**src/sv/skt_pkg.sv**
```systemverilog
// Shared types and codes for the sorted key table.
package skt_pkg;

    typedef enum logic [1:0] {
        OP_SEARCH = 2'd0,
        OP_INSERT = 2'd1,
        OP_DELETE = 2'd2
    } opcode_t;

    typedef enum logic [1:0] {
        STAT_OK    = 2'd0,
        STAT_MISS  = 2'd1,
        STAT_EMPTY = 2'd2,
        STAT_FULL  = 2'd3
    } status_t;

    typedef enum logic [1:0] {
        SEQ_IDLE,
        SEQ_SCAN,
        SEQ_DONE
    } seq_state_t;

    typedef struct packed {
        logic    found;
        status_t status;
    } result_t;

endpackage

```
**src/sv/skt_ram.sv**
```systemverilog
// Generic simple dual-port RAM with registered read.
module skt_ram #(
    parameter int WIDTH = 32,
    parameter int DEPTH = 64
) (
    input  logic                     clk,
    input  logic                     we,
    input  logic [$clog2(DEPTH)-1:0] waddr,
    input  logic [WIDTH-1:0]         wdata,
    input  logic [$clog2(DEPTH)-1:0] raddr,
    output logic [WIDTH-1:0]         rdata
);

    logic [WIDTH-1:0] mem [DEPTH];
    logic [WIDTH-1:0] rdata_reg;

    always_ff @(posedge clk)
    begin
        if (we)
        begin
            mem[waddr] <= wdata;
        end
        rdata_reg <= mem[raddr];
    end

    assign rdata = rdata_reg;

endmodule

```
**src/sv/skt_seq.sv**
```systemverilog
// Scan sequencer: walks the key RAM one entry a cycle, shifting on insert and delete.
module skt_seq #(
    parameter int TABLE_DEPTH = 64,
    parameter int KEY_BITS    = 32,
    localparam int AW = $clog2(TABLE_DEPTH),
    localparam int CW = $clog2(TABLE_DEPTH + 1)
) (
    input  logic                 clk,
    input  logic                 rst_n,
    input  logic                 start,
    input  logic [1:0]           start_op,
    input  logic [KEY_BITS-1:0]  start_key,
    output logic                 busy,
    output logic                 res_valid,
    input  logic                 res_take,
    output skt_pkg::result_t     res,
    output logic [CW-1:0]        count,
    output logic                 ram_we,
    output logic [AW-1:0]        ram_waddr,
    output logic [KEY_BITS-1:0]  ram_wdata,
    output logic [AW-1:0]        ram_raddr,
    input  logic [KEY_BITS-1:0]  ram_rdata
);

    localparam logic [CW-1:0] FULL_CNT = CW'(TABLE_DEPTH);

    skt_pkg::seq_state_t state_reg, state_next;
    skt_pkg::opcode_t    op_reg, op_next;
    logic [KEY_BITS-1:0] key_reg, key_next;
    logic [KEY_BITS-1:0] carry_reg, carry_next;
    logic [CW-1:0]       cur_reg, cur_next;
    logic [CW-1:0]       count_reg, count_next;
    logic                shift_reg, shift_next;
    skt_pkg::result_t    res_reg, res_next;

    logic [CW-1:0] cur_inc;
    logic [CW-1:0] cur_dec;
    logic          at_end;
    logic          last;
    logic          eq;
    logic          gt;
    logic          lt;

    assign cur_inc = cur_reg + CW'(1);
    assign cur_dec = cur_reg - CW'(1);
    assign at_end  = (cur_reg == count_reg);
    assign last    = (cur_inc == count_reg);
    assign eq      = (ram_rdata == key_reg);
    assign gt      = (ram_rdata > key_reg);
    assign lt      = (ram_rdata < key_reg);

    always_ff @(posedge clk or negedge rst_n)
    begin
        if (!rst_n)
        begin
            state_reg <= skt_pkg::SEQ_IDLE;
            count_reg <= '0;
        end
        else
        begin
            state_reg <= state_next;
            count_reg <= count_next;
        end
    end

    always_ff @(posedge clk)
    begin
        op_reg    <= op_next;
        key_reg   <= key_next;
        carry_reg <= carry_next;
        cur_reg   <= cur_next;
        shift_reg <= shift_next;
        res_reg   <= res_next;
    end

    always_comb
    begin
        state_next = state_reg;
        op_next    = op_reg;
        key_next   = key_reg;
        carry_next = carry_reg;
        cur_next   = cur_reg;
        count_next = count_reg;
        shift_next = shift_reg;
        res_next   = res_reg;
        ram_we     = 1'b0;
        ram_waddr  = cur_reg[AW-1:0];
        ram_wdata  = key_reg;
        ram_raddr  = cur_inc[AW-1:0];

        case (state_reg)
            skt_pkg::SEQ_IDLE:
            begin
                ram_raddr = '0;
                if (start)
                begin
                    op_next         = skt_pkg::opcode_t'(start_op);
                    key_next        = start_key;
                    cur_next        = '0;
                    shift_next      = 1'b0;
                    res_next.found  = 1'b0;
                    res_next.status = skt_pkg::STAT_OK;
                    case (skt_pkg::opcode_t'(start_op))
                        skt_pkg::OP_SEARCH, skt_pkg::OP_DELETE:
                        begin
                            if (count_reg == '0)
                            begin
                                res_next.status = skt_pkg::STAT_EMPTY;
                                state_next      = skt_pkg::SEQ_DONE;
                            end
                            else
                            begin
                                state_next = skt_pkg::SEQ_SCAN;
                            end
                        end
                        skt_pkg::OP_INSERT:
                        begin
                            if (count_reg == FULL_CNT)
                            begin
                                res_next.status = skt_pkg::STAT_FULL;
                                state_next      = skt_pkg::SEQ_DONE;
                            end
                            else
                            begin
                                state_next = skt_pkg::SEQ_SCAN;
                            end
                        end
                        default:
                        begin
                            state_next = skt_pkg::SEQ_DONE;
                        end
                    endcase
                end
            end

            skt_pkg::SEQ_SCAN:
            begin
                case (op_reg)
                    skt_pkg::OP_SEARCH:
                    begin
                        if (at_end || gt)
                        begin
                            res_next.status = skt_pkg::STAT_MISS;
                            state_next      = skt_pkg::SEQ_DONE;
                        end
                        else if (eq)
                        begin
                            res_next.found = 1'b1;
                            state_next     = skt_pkg::SEQ_DONE;
                        end
                        else
                        begin
                            cur_next = cur_inc;
                        end
                    end

                    skt_pkg::OP_DELETE:
                    begin
                        if (shift_reg)
                        begin
                            // move entry down over the gap
                            ram_we    = 1'b1;
                            ram_waddr = cur_dec[AW-1:0];
                            ram_wdata = ram_rdata;
                            if (last)
                            begin
                                count_next = count_reg - CW'(1);
                                state_next = skt_pkg::SEQ_DONE;
                            end
                            else
                            begin
                                cur_next = cur_inc;
                            end
                        end
                        else if (at_end || gt)
                        begin
                            res_next.status = skt_pkg::STAT_MISS;
                            state_next      = skt_pkg::SEQ_DONE;
                        end
                        else if (eq)
                        begin
                            res_next.found = 1'b1;
                            if (last)
                            begin
                                count_next = count_reg - CW'(1);
                                state_next = skt_pkg::SEQ_DONE;
                            end
                            else
                            begin
                                shift_next = 1'b1;
                                cur_next   = cur_inc;
                            end
                        end
                        else
                        begin
                            cur_next = cur_inc;
                        end
                    end

                    skt_pkg::OP_INSERT:
                    begin
                        if (shift_reg)
                        begin
                            // ripple the displaced key one place up
                            ram_we    = 1'b1;
                            ram_wdata = carry_reg;
                            if (at_end)
                            begin
                                count_next = count_reg + CW'(1);
                                state_next = skt_pkg::SEQ_DONE;
                            end
                            else
                            begin
                                carry_next = ram_rdata;
                                cur_next   = cur_inc;
                            end
                        end
                        else if (at_end)
                        begin
                            ram_we     = 1'b1;
                            count_next = count_reg + CW'(1);
                            state_next = skt_pkg::SEQ_DONE;
                        end
                        else if (!lt)
                        begin
                            ram_we     = 1'b1;
                            carry_next = ram_rdata;
                            shift_next = 1'b1;
                            cur_next   = cur_inc;
                        end
                        else
                        begin
                            cur_next = cur_inc;
                        end
                    end

                    default:
                    begin
                        state_next = skt_pkg::SEQ_DONE;
                    end
                endcase
            end

            skt_pkg::SEQ_DONE:
            begin
                if (res_take)
                begin
                    state_next = skt_pkg::SEQ_IDLE;
                end
            end

            default:
            begin
                state_next = skt_pkg::SEQ_IDLE;
            end
        endcase
    end

    assign busy      = (state_reg != skt_pkg::SEQ_IDLE);
    assign res_valid = (state_reg == skt_pkg::SEQ_DONE);
    assign res       = res_reg;
    assign count     = count_reg;

endmodule

```
**src/sv/sorted_key_table_core.sv**
```systemverilog
// Sorted key table top level: key RAM, scan sequencer and output register.
// Searches and deletes scan from entry 0 until a hit, a larger key or the end; inserts scan
// and shift up to the end; a delete hit shifts the rest down; empty, full and unused-opcode
// words finish without a scan. One word at a time: the next is taken only after the last
// result has been taken, later under output stall; one RAM entry read per scan cycle.
// Reset clears the entry count and control; the key RAM is not cleared.
module sorted_key_table_core #(
    parameter int TABLE_DEPTH = 64,
    parameter int KEY_BITS    = 32
) (
    input  logic                               clk,
    input  logic                               rst_n,
    input  logic                               in_valid,
    output logic                               in_stall,
    input  logic [1:0]                         opcode,
    input  logic [31:0]                        key,
    output logic                               out_valid,
    input  logic                               out_stall,
    output logic                               found,
    output logic [1:0]                         status,
    output logic [$clog2(TABLE_DEPTH+1)-1:0]   entry_total
);

    localparam int AW = $clog2(TABLE_DEPTH);
    localparam int CW = $clog2(TABLE_DEPTH + 1);

    logic [KEY_BITS-1:0] key_in;
    logic                start;
    logic                busy;
    logic                res_valid;
    logic                res_take;
    skt_pkg::result_t    res;
    logic [CW-1:0]       count;
    logic                ram_we;
    logic [AW-1:0]       ram_waddr;
    logic [KEY_BITS-1:0] ram_wdata;
    logic [AW-1:0]       ram_raddr;
    logic [KEY_BITS-1:0] ram_rdata;

    logic                out_valid_reg;
    logic                found_reg;
    skt_pkg::status_t    status_reg;
    logic [CW-1:0]       total_reg;

    generate
        if (KEY_BITS <= 32)
        begin : g_key_narrow
            assign key_in = key[KEY_BITS-1:0];
        end
        else
        begin : g_key_wide
            assign key_in = {{(KEY_BITS-32){1'b0}}, key};
        end
    endgenerate

    assign in_stall = busy;
    assign start    = in_valid && !busy;
    assign res_take = !out_valid_reg || !out_stall;

    skt_ram #(
        .WIDTH (KEY_BITS),
        .DEPTH (TABLE_DEPTH)
    ) u_ram (
        .clk   (clk),
        .we    (ram_we),
        .waddr (ram_waddr),
        .wdata (ram_wdata),
        .raddr (ram_raddr),
        .rdata (ram_rdata)
    );

    skt_seq #(
        .TABLE_DEPTH (TABLE_DEPTH),
        .KEY_BITS    (KEY_BITS)
    ) u_seq (
        .clk       (clk),
        .rst_n     (rst_n),
        .start     (start),
        .start_op  (opcode),
        .start_key (key_in),
        .busy      (busy),
        .res_valid (res_valid),
        .res_take  (res_take),
        .res       (res),
        .count     (count),
        .ram_we    (ram_we),
        .ram_waddr (ram_waddr),
        .ram_wdata (ram_wdata),
        .ram_raddr (ram_raddr),
        .ram_rdata (ram_rdata)
    );

    always_ff @(posedge clk or negedge rst_n)
    begin
        if (!rst_n)
        begin
            out_valid_reg <= 1'b0;
        end
        else if (res_take)
        begin
            out_valid_reg <= res_valid;
        end
    end

    always_ff @(posedge clk)
    begin
        if (res_take && res_valid)
        begin
            found_reg  <= res.found;
            status_reg <= res.status;
            total_reg  <= count;
        end
    end

    assign out_valid   = out_valid_reg;
    assign found       = found_reg;
    assign status      = status_reg;
    assign entry_total = total_reg;

endmodule

```
**config.mk**
```make
export PLATFORM = sky130hd
export DESIGN_NAME = sorted_key_table_core
export DESIGN_NICKNAME = d
export VERILOG_FILES = /design/src/sv/skt_pkg.sv /design/src/sv/skt_ram.sv /design/src/sv/skt_seq.sv /design/src/sv/sorted_key_table_core.sv
export SDC_FILE = /design/constraint.sdc
export NUM_CORES = 2
export LEC_CHECK = 0
export ABC_AREA = 1
export BUFFER_PORTS_ARGS = -buffer_cell sky130_fd_sc_hd__buf_4
export CAP_MARGIN = 20
export CORE_UTILIZATION = 50
export DETAILED_ROUTE_END_ITERATION = 8
export PLACE_DENSITY = 0.75
export SETUP_SLACK_MARGIN = 0.2
export SYNTH_ARGS = -nofsm -noshare
export SYNTH_HDL_FRONTEND = slang
export SYNTH_SLANG_ARGS = --single-unit
```
**constraint.sdc**
```tcl
create_clock -name clk -period 11.8 [get_ports clk]
set_input_delay 1.77 -clock clk [delete_from_list [all_inputs] [get_ports clk]]
set_output_delay 1.77 -clock clk [all_outputs]
set_load 0.05 [all_outputs]
```
==> results.sh <==
export IMPL_cp_required_ns=12.58
export IMPL_clk_path_buf_depth=3
export IMPL_powerDensity_nw_per_um2=275
export IMPL_first_global_vias=53700
export IMPL_post_cts_resized=0
export IMPL_top_register="u_ram.mem"
export IMPL_worst_path_max_fanout=170
export IMPL_worstSetupPathType="flip-flop to flip-flop"
export IMPL_cts_tree="yes"
export IMPL_grt_pass1_wl_um=360000
export IMPL_clk_pin_slew_ns=0.06
export IMPL_vias=56400
export IMPL_maxCapViolations=0
export IMPL_core_sq_um=176000
export IMPL_antenna_found_initial=3
export IMPL_ant_nets=0
export IMPL_drive_above_1_share=0.199
export IMPL_die_w_um=423
export IMPL_tns_ns=0
export IMPL_routed_wl_um=248000
export IMPL_tightest_slew_ns=1.24
export IMPL_dr_first_iter_drc_count=8901
export IMPL_ir_worst_vdd_mv=0.334
export IMPL_hold_buffers=0
export IMPL_fin_worst_skew_ns=0.0405
export IMPL_syn_num_nets=6355
export IMPL_num_io_pins=50
export IMPL_report_final_slew_viol_count=0
export IMPL_placedInstanceArea_sq_um=92300
export IMPL_min_period_ns=5.50
export IMPL_drt_first_pass_iters=8
export IMPL_final_util=0.563
export IMPL_numClockSinks=2177
export IMPL_setup_worst_path_end_class="flip-flop"
export IMPL_synthToLayoutAreaGrowth_pct=12.0
export IMPL_initial_core_util=0.503
export IMPL_hold_ws_ns=0.419
export IMPL_syn_inst=6274
export IMPL_rsz0062_at_grt="no"
export IMPL_via_per_inst=6.45
export IMPL_portBuffers=49
export IMPL_die_area_sq_um=179000
export IMPL_place_inst=8342
export IMPL_synth_seq_cells=2177
export IMPL_worstSkewPairLatency_ns=0.85
export IMPL_drc=0
export IMPL_status="finished clean"
export IMPL_grt_overflow=0
export IMPL_cp_start_kind="flip-flop"
export IMPL_nets=6302
export IMPL_post_route_period_util=0.466
export IMPL_hpwl_um=138000
export IMPL_htreeDepth=4
export IMPL_hold_viol_final=0
export IMPL_numCtsBuffers=207
export IMPL_postSynthAreaPerCell_sq_um=14.1
export IMPL_largest_reg_flops=2048
export IMPL_p_leak_nw=31.5
export IMPL_fmax_mhz=182
export IMPL_cp_arrival_ns=6.28
export IMPL_synthesis_area_sq_um=88500
export IMPL_ys_warnings_count=0
export IMPL_hold_class="flip-flop to flip-flop"
export IMPL_die_y_um=423
export IMPL_synth_distinct_cells=45
export IMPL_setup_viol=0
export IMPL_grt_use_total=0.273
export IMPL_final_cells=8731
export IMPL_cts_root_buf="clkbuf_16"
export IMPL_slew_headroom=0.172
export IMPL_cts_setup_buffers=0
export IMPL_yosysSeqAreaShare=0.734
export IMPL_grt_max_degree=194
export IMPL_fin_area_sq_um=99100
export IMPL_num_rows=154
export IMPL_post_drt_wl_per_cell_um=28.4
export IMPL_gp_congestion=0.887
[area by class of cell]
type | instances | area (sq um)
clock buffers | 258 | 5480
inverters | 99 | 399
fillers | 13000 | 76800
diodes | 2 | 5.00
repair buffers | 200 | 2130
flip-flops and latches | 2177 | 65000
well taps | 2340 | 2930
multi-input cells | 3536 | 22100
clock inverters | 119 | 1100
[synth_stat cells, drive strengths merged]
master / instances / area, sq um
a21o: 3 / 22.5
nor3b: 1 / 7.51
a21oi: 27 / 139
dfxtp: 32 / 641
dfrtp: 10 / 250
nand3b: 1 / 7.51
ha: 42 / 526
a211oi: 5 / 37.5
nor4: 1 / 6.26
o22ai: 1 / 6.26
o211ai: 769 / 5770
fa: 1 / 20.0
a31o: 1 / 8.76
inv: 98 / 368
clkinv: 1 / 3.75
nand2: 161 / 604
o311ai: 256 / 2240
a22o: 30 / 263
xnor2: 6 / 52.6
clkbuf: 278 / 1040
o21a: 2 / 15.0
o21bai: 3 / 30.0
edfxtp: 2135 / 64100
nor2: 644 / 2450
nor3: 4 / 25.0
buf: 184 / 915
nand3: 739 / 3720
o21ai: 42 / 210
or2: 769 / 4810
xor2: 18 / 158
nand4: 9 / 56.3
o221ai: 1 / 8.76
[through the flow]
stage	setup slack (ns)	total power, mW
floorplan	7.18	16.5
global placement	6.67	20.3
detailed placement	6.64	20.5
CTS	6.61	27.0
global route	6.18	28.1
finish	6.30	27.2
[critical path, cell delays in order, from the launching register on]
cell      delay (ns)
edfxtp_1        0.51
inv_1           0.16
ha_1            0.35
inv_1           0.10
nor2_4          0.22
buf_4           0.68
buf_4           0.89
buf_12          0.55
o211ai_1        0.21
o311ai_1        0.12
nand3_1         0.26
nand3_1         0.44
nand3_1         0.38
nand2_1         0.16
[per-layer routing]
layer / wire, um / track usage / share of wire / vias up
met5: 0 / 0 / 0 / -
met4: 16500 / 0.156 / 0.067 / 0
met3: 27800 / 0.0583 / 0.11 / 613
met2: 112000 / 0.412 / 0.45 / 3821
met1: 91900 / 0.366 / 0.37 / 28000
li1: - / - / - / 23900
[report_power, final]
| group | total [mW] | internal [mW] | leakage, nW | switching (mW) |
|---|---|---|---|---|
| clock | 6.52 | 3.69 | 3.20 | 2.82 |
| combinational | 11.0 | 2.87 | 8.64 | 8.08 |
| sequential | 9.75 | 9.48 | 19.7 | 0.261 |
| total | 27.2 | 16.0 | 31.5 | 11.2 |
[cell families after synthesis]
group                      synth area share
AOI/OAI and AO/OA                    0.0989
xor gates and xnor gates            0.00237
adders and majority gates           0.00616
buffers and inverters                0.0263
DFF                                   0.734
and+or+nand+nor                       0.132
[layout by cell type (no fill, tap or decap), types with 5 or more instances in the layout]
| master | synthesis | layout |
|---|---|---|
| o21ai_4 | 0 | 30 |
| clkinv_2 | 0 | 33 |
| clkinvlp_4 | 0 | 7 |
| o311ai_1 | 256 | 256 |
| dfrtp_1 | 10 | 10 |
| dfxtp_1 | 32 | 32 |
| bufinv_16 | 0 | 19 |
| nand4_1 | 9 | 9 |
| clkbuf_1 | 278 | 44 |
| inv_6 | 0 | 6 |
| ha_1 | 42 | 42 |
| or2_0 | 83 | 83 |
| buf_4 | 9 | 155 |
| o21ai_1 | 5 | 5 |
| xnor2_1 | 6 | 6 |
| nand2_1 | 161 | 160 |
| or2_2 | 664 | 664 |
| nor2_4 | 4 | 74 |
| buf_16 | 0 | 9 |
| o21ai_0 | 37 | 7 |
| a22o_1 | 30 | 30 |
| o211ai_1 | 769 | 769 |
| inv_1 | 94 | 91 |
| nor2_1 | 638 | 568 |
| clkinv_1 | 1 | 52 |
| clkbuf_16 | 0 | 210 |
| a211oi_1 | 5 | 5 |
| edfxtp_1 | 2135 | 2135 |
| or2_1 | 22 | 22 |
| a21oi_1 | 26 | 26 |
| xor2_1 | 18 | 18 |
| nand3_1 | 735 | 735 |
| buf_12 | 0 | 36 |
[worst paths after layout]
path                             startpoint         endpoint  slack [ns]  cells after the start
max                        u_seq.cur_reg[0]  u_ram.rdata[11]        6.30                     13
min                            u_seq.res[1]        status[1]        0.42                      0
max reg2reg                u_seq.cur_reg[0]  u_ram.rdata[11]        6.30                     13
min reg2reg                    u_seq.res[1]        status[1]        0.42                      0
max in group asynchronous             rst_n   u_seq.count[6]       10.88                      1
min in group asynchronous             rst_n        out_valid        0.75                      1
Note: power is estimated with default switching activity, not from simulation.
